$ cat src/rtl/hrp_pkg.sv
// Shared types and constants for the H.263+ RTP packetizer.
`default_nettype none
package hrp_pkg;

   localparam int LEN_BITS  = 16;
   localparam int FILL_BITS = 17;
   localparam int SUM_BITS  = ((LEN_BITS > 16) ? LEN_BITS : 16) + 1;
   localparam int CSR_BITS  = 17;
   localparam int IDX_BITS  = 2;

   localparam logic [15:0] MIN_PAYLOAD   = 16'd128;
   localparam logic [15:0] RST_MAX_PAY   = 16'd1400;
   localparam logic [16:0] RST_TS_STEP   = 17'd3000;
   localparam logic [6:0]  RST_PAY_KIND  = 7'd96;
   localparam logic [7:0]  FIRST_HDR     = 8'h04;
   localparam logic [7:0]  ZERO_HDR      = 8'h00;

   localparam logic [IDX_BITS-1:0] CSR_MAX_PAYLOAD = 2'd0;
   localparam logic [IDX_BITS-1:0] CSR_TS_STEP     = 2'd1;
   localparam logic [IDX_BITS-1:0] CSR_PAY_KIND    = 2'd2;

   typedef struct packed {
      logic [7:0]          data_byte;
      logic [LEN_BITS-1:0] frame_bytes;
   } req_type;

   typedef struct packed {
      logic [7:0]  out_byte;
      logic        packet_start;
      logic        packet_end;
      logic        marker;
      logic [16:0] ts_increment;
      logic [6:0]  payload_type;
      logic        run_last;
   } rsp_type;

   typedef struct packed {
      logic [15:0] max_payload;
      logic [16:0] timestamp_step;
      logic [6:0]  payload_kind;
   } cfg_type;

   // up to three beats produced by one input byte; beat[0] goes out first
   typedef struct packed {
      rsp_type [2:0] beat;
      logic [1:0]    count;
   } burst_type;

endpackage
`default_nettype wire

$ cat src/rtl/h263_rtp_packetizer.sv
// Top level of the H.263+ (RFC 4629) RTP payload packetizer.
// Frame bytes enter on req_ (valid/ready), one beat per byte, each beat
// carrying the frame's total length. Payload bytes leave on rsp_, one beat
// per byte, flagged with packet start/end, marker, timestamp step, payload
// type and run_last on the final beat caused by each input byte.
// csr_ writes set max_payload, timestamp_step and payload_kind; write them
// only while no frame byte is in flight.
// A byte is registered at the input, then framed and loaded into the
// result register, from which its first result beat is presented.
// Throughput: one input byte per cycle while rsp_ready is high; a byte that
// opens a later packet yields three beats (two header bytes plus data) and
// holds the input until they drain through the single-beat output port.
// While rsp_ready is low the result register holds its beats and the input
// register still takes one more byte before req_ready drops.
// Reset clears all framing state and restores the register defaults
// (1400, 3000, 96); the next byte is taken as the start of a frame.
`default_nettype none
module h263_rtp_packetizer (
   input  wire logic                         clock,
   input  wire logic                         reset,
   input  wire logic                         req_valid,
   output logic                              req_ready,
   input  wire hrp_pkg::req_type             req_data,
   output logic                              rsp_valid,
   input  wire logic                         rsp_ready,
   output hrp_pkg::rsp_type                  rsp_data,
   input  wire logic                         csr_we,
   input  wire logic [hrp_pkg::IDX_BITS-1:0] csr_index,
   input  wire logic [hrp_pkg::CSR_BITS-1:0] csr_wdata
);

   hrp_pkg::cfg_type   cfg_ff, cfg_in;
   hrp_pkg::req_type   item_ff;
   logic               item_valid_ff, item_valid_in;
   logic               buf_free, advance;
   hrp_pkg::burst_type burst;

   assign advance   = item_valid_ff && buf_free;
   assign req_ready = !item_valid_ff || advance;

   always_comb begin
      cfg_in = cfg_ff;
      if (csr_we) begin
         case (csr_index)
            hrp_pkg::CSR_MAX_PAYLOAD: cfg_in.max_payload    = csr_wdata[15:0];
            hrp_pkg::CSR_TS_STEP:     cfg_in.timestamp_step = csr_wdata[16:0];
            hrp_pkg::CSR_PAY_KIND:    cfg_in.payload_kind   = csr_wdata[6:0];
            default:                  cfg_in = cfg_ff;
         endcase
      end
      item_valid_in = item_valid_ff;
      if (req_valid && req_ready) begin
         item_valid_in = 1'b1;
      end else if (advance) begin
         item_valid_in = 1'b0;
      end
   end

   always_ff @(posedge clock) begin
      if (reset) begin
         cfg_ff.max_payload    <= hrp_pkg::RST_MAX_PAY;
         cfg_ff.timestamp_step <= hrp_pkg::RST_TS_STEP;
         cfg_ff.payload_kind   <= hrp_pkg::RST_PAY_KIND;
         item_valid_ff         <= 1'b0;
      end else begin
         cfg_ff        <= cfg_in;
         item_valid_ff <= item_valid_in;
      end
   end

   always_ff @(posedge clock) begin
      if (req_valid && req_ready) begin
         item_ff <= req_data;
      end
   end

   hrp_pkt_logic u_pkt_logic (
      .clock   (clock),
      .reset   (reset),
      .advance (advance),
      .item    (item_ff),
      .cfg     (cfg_ff),
      .burst   (burst)
   );

   hrp_out_buf u_out_buf (
      .clock     (clock),
      .reset     (reset),
      .load      (advance),
      .burst     (burst),
      .free      (buf_free),
      .rsp_valid (rsp_valid),
      .rsp_ready (rsp_ready),
      .rsp_data  (rsp_data)
   );

endmodule
`default_nettype wire

$ cat src/rtl/hrp_pkt_logic.sv
// Packet framing state and per-byte beat generation.
`default_nettype none
module hrp_pkt_logic (
   input  wire logic               clock,
   input  wire logic               reset,
   input  wire logic               advance,
   input  wire hrp_pkg::req_type   item,
   input  wire hrp_pkg::cfg_type   cfg,
   output hrp_pkg::burst_type      burst
);

   logic [hrp_pkg::LEN_BITS-1:0]  off_ff, off_in, off_inc;
   logic [hrp_pkg::FILL_BITS-1:0] fill_ff, fill_in, fill_sum;
   logic                          first_ff, first_in;
   logic                          final_ff, final_in, final_now;
   logic [15:0]                   mp;
   logic [hrp_pkg::SUM_BITS-1:0]  fb_ext, mp_ext, reach;
   logic                          opening, open_later, frame_done, pkt_done;
   logic [7:0]                    byte0;
   hrp_pkg::rsp_type              common;

   always_comb begin
      mp = (cfg.max_payload < hrp_pkg::MIN_PAYLOAD) ? hrp_pkg::MIN_PAYLOAD
                                                    : cfg.max_payload;
      fb_ext = hrp_pkg::SUM_BITS'(item.frame_bytes);
      mp_ext = hrp_pkg::SUM_BITS'(mp);
      reach  = hrp_pkg::SUM_BITS'(off_ff) + mp_ext - hrp_pkg::SUM_BITS'(2);
      opening    = (fill_ff == '0);
      open_later = opening && !first_ff;

      // final decision is made when a packet opens and held for it
      final_now = final_ff;
      if (opening && first_ff) begin
         final_now = (fb_ext <= mp_ext);
      end else if (open_later) begin
         final_now = (reach >= fb_ext);
      end

      if (opening && first_ff) begin
         byte0 = hrp_pkg::FIRST_HDR;
      end else if (open_later) begin
         byte0 = hrp_pkg::ZERO_HDR;
      end else if (first_ff && off_ff == hrp_pkg::LEN_BITS'(1)) begin
         // second start-code byte becomes the zero header byte
         byte0 = hrp_pkg::ZERO_HDR;
      end else begin
         byte0 = item.data_byte;
      end

      fill_sum   = fill_ff + (open_later ? hrp_pkg::FILL_BITS'(3)
                                         : hrp_pkg::FILL_BITS'(1));
      off_inc    = off_ff + hrp_pkg::LEN_BITS'(1);
      frame_done = (off_inc >= item.frame_bytes) || (off_inc == '0);
      pkt_done   = frame_done || (fill_sum >= hrp_pkg::FILL_BITS'(mp));

      common.out_byte     = item.data_byte;
      common.packet_start = 1'b0;
      common.packet_end   = 1'b0;
      common.marker       = final_now;
      common.ts_increment = final_now ? cfg.timestamp_step : 17'd0;
      common.payload_type = cfg.payload_kind;
      common.run_last     = 1'b0;

      burst.beat[0] = common;
      burst.beat[0].out_byte     = byte0;
      burst.beat[0].packet_start = opening;
      burst.beat[1] = common;
      burst.beat[1].out_byte     = hrp_pkg::ZERO_HDR;
      burst.beat[2] = common;
      if (open_later) begin
         burst.count = 2'd3;
         burst.beat[2].packet_end = pkt_done;
         burst.beat[2].run_last   = 1'b1;
      end else begin
         burst.count = 2'd1;
         burst.beat[0].packet_end = pkt_done;
         burst.beat[0].run_last   = 1'b1;
      end

      off_in   = off_ff;
      fill_in  = fill_ff;
      first_in = first_ff;
      final_in = final_ff;
      if (advance) begin
         if (frame_done) begin
            off_in   = '0;
            fill_in  = '0;
            first_in = 1'b1;
            final_in = 1'b0;
         end else if (pkt_done) begin
            off_in   = off_inc;
            fill_in  = '0;
            first_in = 1'b0;
            final_in = final_now;
         end else begin
            off_in   = off_inc;
            fill_in  = fill_sum;
            final_in = final_now;
         end
      end
   end

   always_ff @(posedge clock) begin
      if (reset) begin
         off_ff   <= '0;
         fill_ff  <= '0;
         first_ff <= 1'b1;
         final_ff <= 1'b0;
      end else begin
         off_ff   <= off_in;
         fill_ff  <= fill_in;
         first_ff <= first_in;
         final_ff <= final_in;
      end
   end

endmodule
`default_nettype wire

$ cat src/rtl/hrp_out_buf.sv
// Result register holding up to three beats, shifted out one per handshake.
`default_nettype none
module hrp_out_buf (
   input  wire logic               clock,
   input  wire logic               reset,
   input  wire logic               load,
   input  wire hrp_pkg::burst_type burst,
   output logic                    free,
   output logic                    rsp_valid,
   input  wire logic               rsp_ready,
   output hrp_pkg::rsp_type        rsp_data
);

   hrp_pkg::rsp_type [2:0] beat_ff, beat_in;
   logic [1:0]             cnt_ff, cnt_in;

   assign rsp_valid = (cnt_ff != 2'd0);
   assign rsp_data  = beat_ff[0];
   // refill as the last pending beat leaves
   assign free = (cnt_ff == 2'd0) || (cnt_ff == 2'd1 && rsp_ready);

   always_comb begin
      beat_in = beat_ff;
      cnt_in  = cnt_ff;
      if (load) begin
         beat_in = burst.beat;
         cnt_in  = burst.count;
      end else if (rsp_valid && rsp_ready) begin
         beat_in[0] = beat_ff[1];
         beat_in[1] = beat_ff[2];
         cnt_in     = cnt_ff - 2'd1;
      end
   end

   always_ff @(posedge clock) begin
      if (reset) begin
         cnt_ff <= 2'd0;
      end else begin
         cnt_ff <= cnt_in;
      end
   end

   always_ff @(posedge clock) begin
      beat_ff <= beat_in;
   end

endmodule
`default_nettype wire
$ cat config.mk
export PLATFORM = sky130hd
export DESIGN_NAME = h263_rtp_packetizer
export DESIGN_NICKNAME = d
export VERILOG_FILES = /design/src/rtl/hrp_pkg.sv /design/src/rtl/h263_rtp_packetizer.sv /design/src/rtl/hrp_pkt_logic.sv /design/src/rtl/hrp_out_buf.sv
export SDC_FILE = /design/constraint.sdc
export NUM_CORES = 1
export LEC_CHECK = 0
export BUFFER_PORTS_ARGS = -buffer_cell sky130_fd_sc_hd__buf_2
export CAP_MARGIN = 20
export CORE_MARGIN = 4
export CORE_UTILIZATION = 45
export CTS_BUF_LIST = sky130_fd_sc_hd__clkbuf_4 sky130_fd_sc_hd__clkbuf_8 sky130_fd_sc_hd__clkbuf_16
export CTS_CLUSTER_SIZE = 16
export DETAILED_ROUTE_END_ITERATION = 7
export GPL_ROUTABILITY_DRIVEN = 0
export PLACE_DENSITY = 0.73
export SETUP_SLACK_MARGIN = 0.02
export SLEW_MARGIN = 10
export SYNTH_ARGS = -nofsm -noshare
export SYNTH_HDL_FRONTEND = slang
export SYNTH_SLANG_ARGS = --single-unit
$ cat constraint.sdc
create_clock -name clock -period 7.48 [get_ports clock]
set_input_delay 1.496 -clock clock [delete_from_list [all_inputs] [get_ports clock]]
set_output_delay 1.496 -clock clock [all_outputs]
set_load 0.01 [all_outputs]
==> impl_metrics.json <==
{
  "status": "completed",
  "finalSetupTns_ns": 0,
  "yosys_register_bits": 208,
  "wl_per_cell_um": 17.0,
  "p_sw_share_pct": 26.3,
  "cp.required_ns": 7.75,
  "met3_usage_pct": 2.74,
  "post_cts_buffers": 0,
  "p_per_area_nw_per_um2": 237,
  "clkLatencyLatePin_ns": 0.52,
  "num_vias": 8067,
  "min_from": "u_out_buf.beat_ff[102]$_DFFE_PP_",
  "hold_violations": 0,
  "setup.worst_path.end": "u_out_buf.beat_ff[60]$_DFFE_PP_",
  "cp-end-kind": "register",
  "max_freq_ghz": 0.172,
  "die_area_um2": 27500,
  "clock_path_buffers": 3,
  "ff2ff_path_depth": 22,
  "period_share_pct": 77.9,
  "worst_pin_slew_ns": 0.978,
  "path_class": "register to register",
  "grt.busiest_layer": "met2",
  "num_rows": 57,
  "pin_count": 86,
  "hold_class": "register to register",
  "syn2layout_area_growth_pct": 9.98,
  "internal_power_mw": 2.15,
  "drt_iter0_markers": 665,
  "die_h_um": 166,
  "drive_gt1_share_pct": 13.3,
  "final_net_count": 1265,
  "coreArea_um2": 24400,
  "nFillCells": 2212,
  "syn-cell-area_um2": 11200,
  "ctsResizeCount": 0,
  "htree_num_levels": 1,
  "cp_max_fo": 54,
  "ant_nets": 0,
  "synth_nets": 1236,
  "cp-start-kind": "register",
  "synth_area_leaders": "edfxtp_1 32%, dfxtp_1 16%, ha_1 11%",
  "pwr-share-clk_pct": 37.1,
  "reg2reg_setup_slack_ns": 1.65,
  "hpwl_um": 17800,
  "grt_pass1_vias": 7809,
  "cts_buffers": 23,
  "hold_buffers": 0,
  "synthDistinctLibCells": 65,
  "period_needed_ns": 5.83,
  "globalRouteTotalUtil_pct": 17.5,
  "first_pass_iters": 5,
  "cp.arrival_ns": 6.10,
  "synth_top_area_cell": "edfxtp_1",
  "ys_seq_area_share_pct": 47.8,
  "cts_tree": "done",
  "clock_sinks": 208,
  "path_clk_slew_ns": 0.06,
  "drt_wl_total_um": 24800,
  "rsz0062_at_grt": "no",
  "p_switching_uw": 769,
  "syn_area_per_cell_um2": 10.3,
  "met1_usage_pct": 23.8,
  "start_util_pct": 46.0,
  "diodes": 0,
  "p_seq_share_pct": 48.0,
  "skew_ns": 0.0120,
  "synthFlopType": "edfxtp_1",
  "p_leak_nw": 5.10,
  "synth-async-reset-ratio_pct": 0,
  "cts-root-buf": "clkbuf_16",
  "vias_per_cell": 5.54,
  "yosysTopAreaCellShare_pct": 32.1,
  "overflow": 0,
  "grt_max_degree": 72,
  "hold_depth": 1,
  "power_frac_comb_pct": 15.0,
  "syn_inst": 1086,
  "setup_viol": 0,
  "post-place-ws_ns": 1.74,
  "reg2reg_to": "u_out_buf.beat_ff[60]$_DFFE_PP_",
  "yosysWarnings": 0,
  "relSlewSlack_pct": 34.8,
  "r2r_start": "cfg_ff[35]$_SDFFE_PP0P_",
  "maxSlewViolCount": 0,
  "antenna_found_initial": 1,
  "grt_pass1_wl_um": 40300,
  "irDropWorstVdd_mv": 0.161,
  "setup_ws_ns": 1.65,
  "total_power_mw": 2.92,
  "drc": 0,
  "cap_violations": 0,
  "synth_edf_count": 120,
  "use_met2_pct": 28.7,
  "startpoint": "cfg_ff[35]$_SDFFE_PP0P_",
  "numPortBuffers": 85,
  "die_w_um": 166
}
cell usage in the layout (no fill, tap or decap), types with 3 or more instances in the layout:
| cell | instances |
|---|---|
| a32o_1 | 35 |
| ha_1 | 100 |
| xnor2_1 | 40 |
| and3_1 | 9 |
| a21o_1 | 10 |
| clkinv_2 | 8 |
| o21bai_1 | 4 |
| o21a_1 | 4 |
| a211oi_1 | 5 |
| dfxtp_1 | 88 |
| nand2_1 | 115 |
| nor3_1 | 14 |
| o21ai_1 | 4 |
| o211ai_1 | 3 |
| a21oi_1 | 63 |
| nor2b_1 | 10 |
| a2111oi_0 | 4 |
| o21ai_0 | 32 |
| a211o_1 | 4 |
| buf_2 | 85 |
| clkbuf_4 | 8 |
| a22o_1 | 33 |
| nand4_1 | 15 |
| nand2b_1 | 5 |
| a31oi_1 | 5 |
| mux2i_1 | 7 |
| inv_1 | 82 |
| nor4_1 | 8 |
| nor2_1 | 54 |
| edfxtp_1 | 120 |
| or3_1 | 4 |
| or4_1 | 3 |
| xor2_1 | 20 |
| and2_1 | 20 |
| nand3b_1 | 14 |
| clkbuf_16 | 24 |
| nand3_1 | 26 |
| buf_4 | 7 |
metal layers:
metal	vias up	routed length, um
met1	3824	11200
met2	270	11500
li1	3925	-
met5	-	8
met4	2	662
met3	46	1500
power by group through the flow:
stage          Sequential, mW  Combinational (mW)  Clock [mW]
2_1_floorplan            1.41               0.347           0
3_3_place_gp             1.42               0.425           0
3_5_place_dp             1.43               0.435           0
4_1_cts                  1.40               0.438        1.11
5_1_grt                  1.41               0.489        1.16
6_report                 1.40               0.438        1.08
worst min-delay path by stage:
stage / endpoint / slack [ns]
2_1_floorplan: u_out_buf.beat_ff[102]$_DFFE_PP_ / 0.42
3_3_place_gp: u_out_buf.beat_ff[70]$_SDFFE_PP0P_ / 0.44
3_5_place_dp: u_out_buf.beat_ff[102]$_DFFE_PP_ / 0.44
4_1_cts: u_out_buf.beat_ff[70]$_SDFFE_PP0P_ / 0.45
5_1_grt: u_out_buf.beat_ff[70]$_SDFFE_PP0P_ / 0.47
6_report: u_out_buf.beat_ff[66]$_SDFFE_PP0P_ / 0.45
state kept, by name (all words and copies together), names as in the netlist:
signal and count:
u_out_buf.beat_ff 70, cfg_ff 40, u_out_buf.rsp_data 36, item_ff 24, u_pkt_logic.fill_ff 17, u_pkt_logic.off_ff 16, u_out_buf.cnt_ff 2, item_valid_ff 1
u_pkt_logic.final_ff 1, u_pkt_logic.first_ff 1
cell families after synthesis:
| kind of cell | after synthesis | share of synthesized area [%] |
|---|---|---|
| AND/OR/NAND/NOR | 314 | 13.9 |
| AO/OA/AOI/OAI | 221 | 14.0 |
| flip-flops | 208 | 47.8 |
| buffers and inverters | 173 | 7.37 |
| adder cells (fa/ha/maj) | 102 | 11.5 |
| XOR/XNOR | 60 | 4.68 |
| multiplexers | 8 | 0.725 |
cells in the mapped netlist, drive strengths merged (15+ instances only):
library cell and instances:
a21oi 63, a22o 33, a32o 35, and2 21, buf 50, clkbuf 38
dfxtp 88, edfxtp 120, ha 100, inv 85, nand2 115, nand3 27
nand4 15, nor2 55, o21ai 36, xnor2 40, xor2 20
per-stage QoR:
step / area (um^2) / hold WS (ns) / util [%] / cells
finish: 12300 / 0.453 / 50.6 / 1456
global route: 12300 / 0.468 / 50.6 / 1456
CTS: 12300 / 0.453 / 50.6 / 1456
detailed placement: 11600 / 0.442 / 47.6 / 1414
global placement: 11600 / 0.440 / 47.6 / 1414
floorplan: 11200 / 0.421 / - / 1086
layout make-up:
type                            instances  area, um^2  share of cell area, %
Clock buffer                           33         674                   5.47
Clock inverter                          9        62.6                  0.507
Inverter                               85         320                   2.60
Multi-Input combinational cell        705        5030                   40.8
Sequential cell                       208        5370                   43.5
Tap cell                              324         405                   3.29
Timing Repair Buffer                   92         478                   3.87
critical path: stages, from the launching register on:
cell       delay (ns)
dfxtp_1          0.32
nor4_1           0.36
nand3b_1         0.30
and2_1           0.29
ha_1             0.19
ha_1             0.21
inv_1            0.08
fa_1             0.20
nor2b_1          0.06
o21a_1           0.17
o21ai_0          0.32
a21oi_1          0.17
o31ai_1          0.40
o21bai_1         0.10
a21oi_1          0.18
xnor2_1          0.14
ha_1             0.26
a2111oi_0        0.32
o21ai_0          0.14
nor3_1           0.17
a32oi_1          0.11
mux2_2           0.63
a32o_1           0.41
Note: power is estimated with default switching activity, not from simulation.
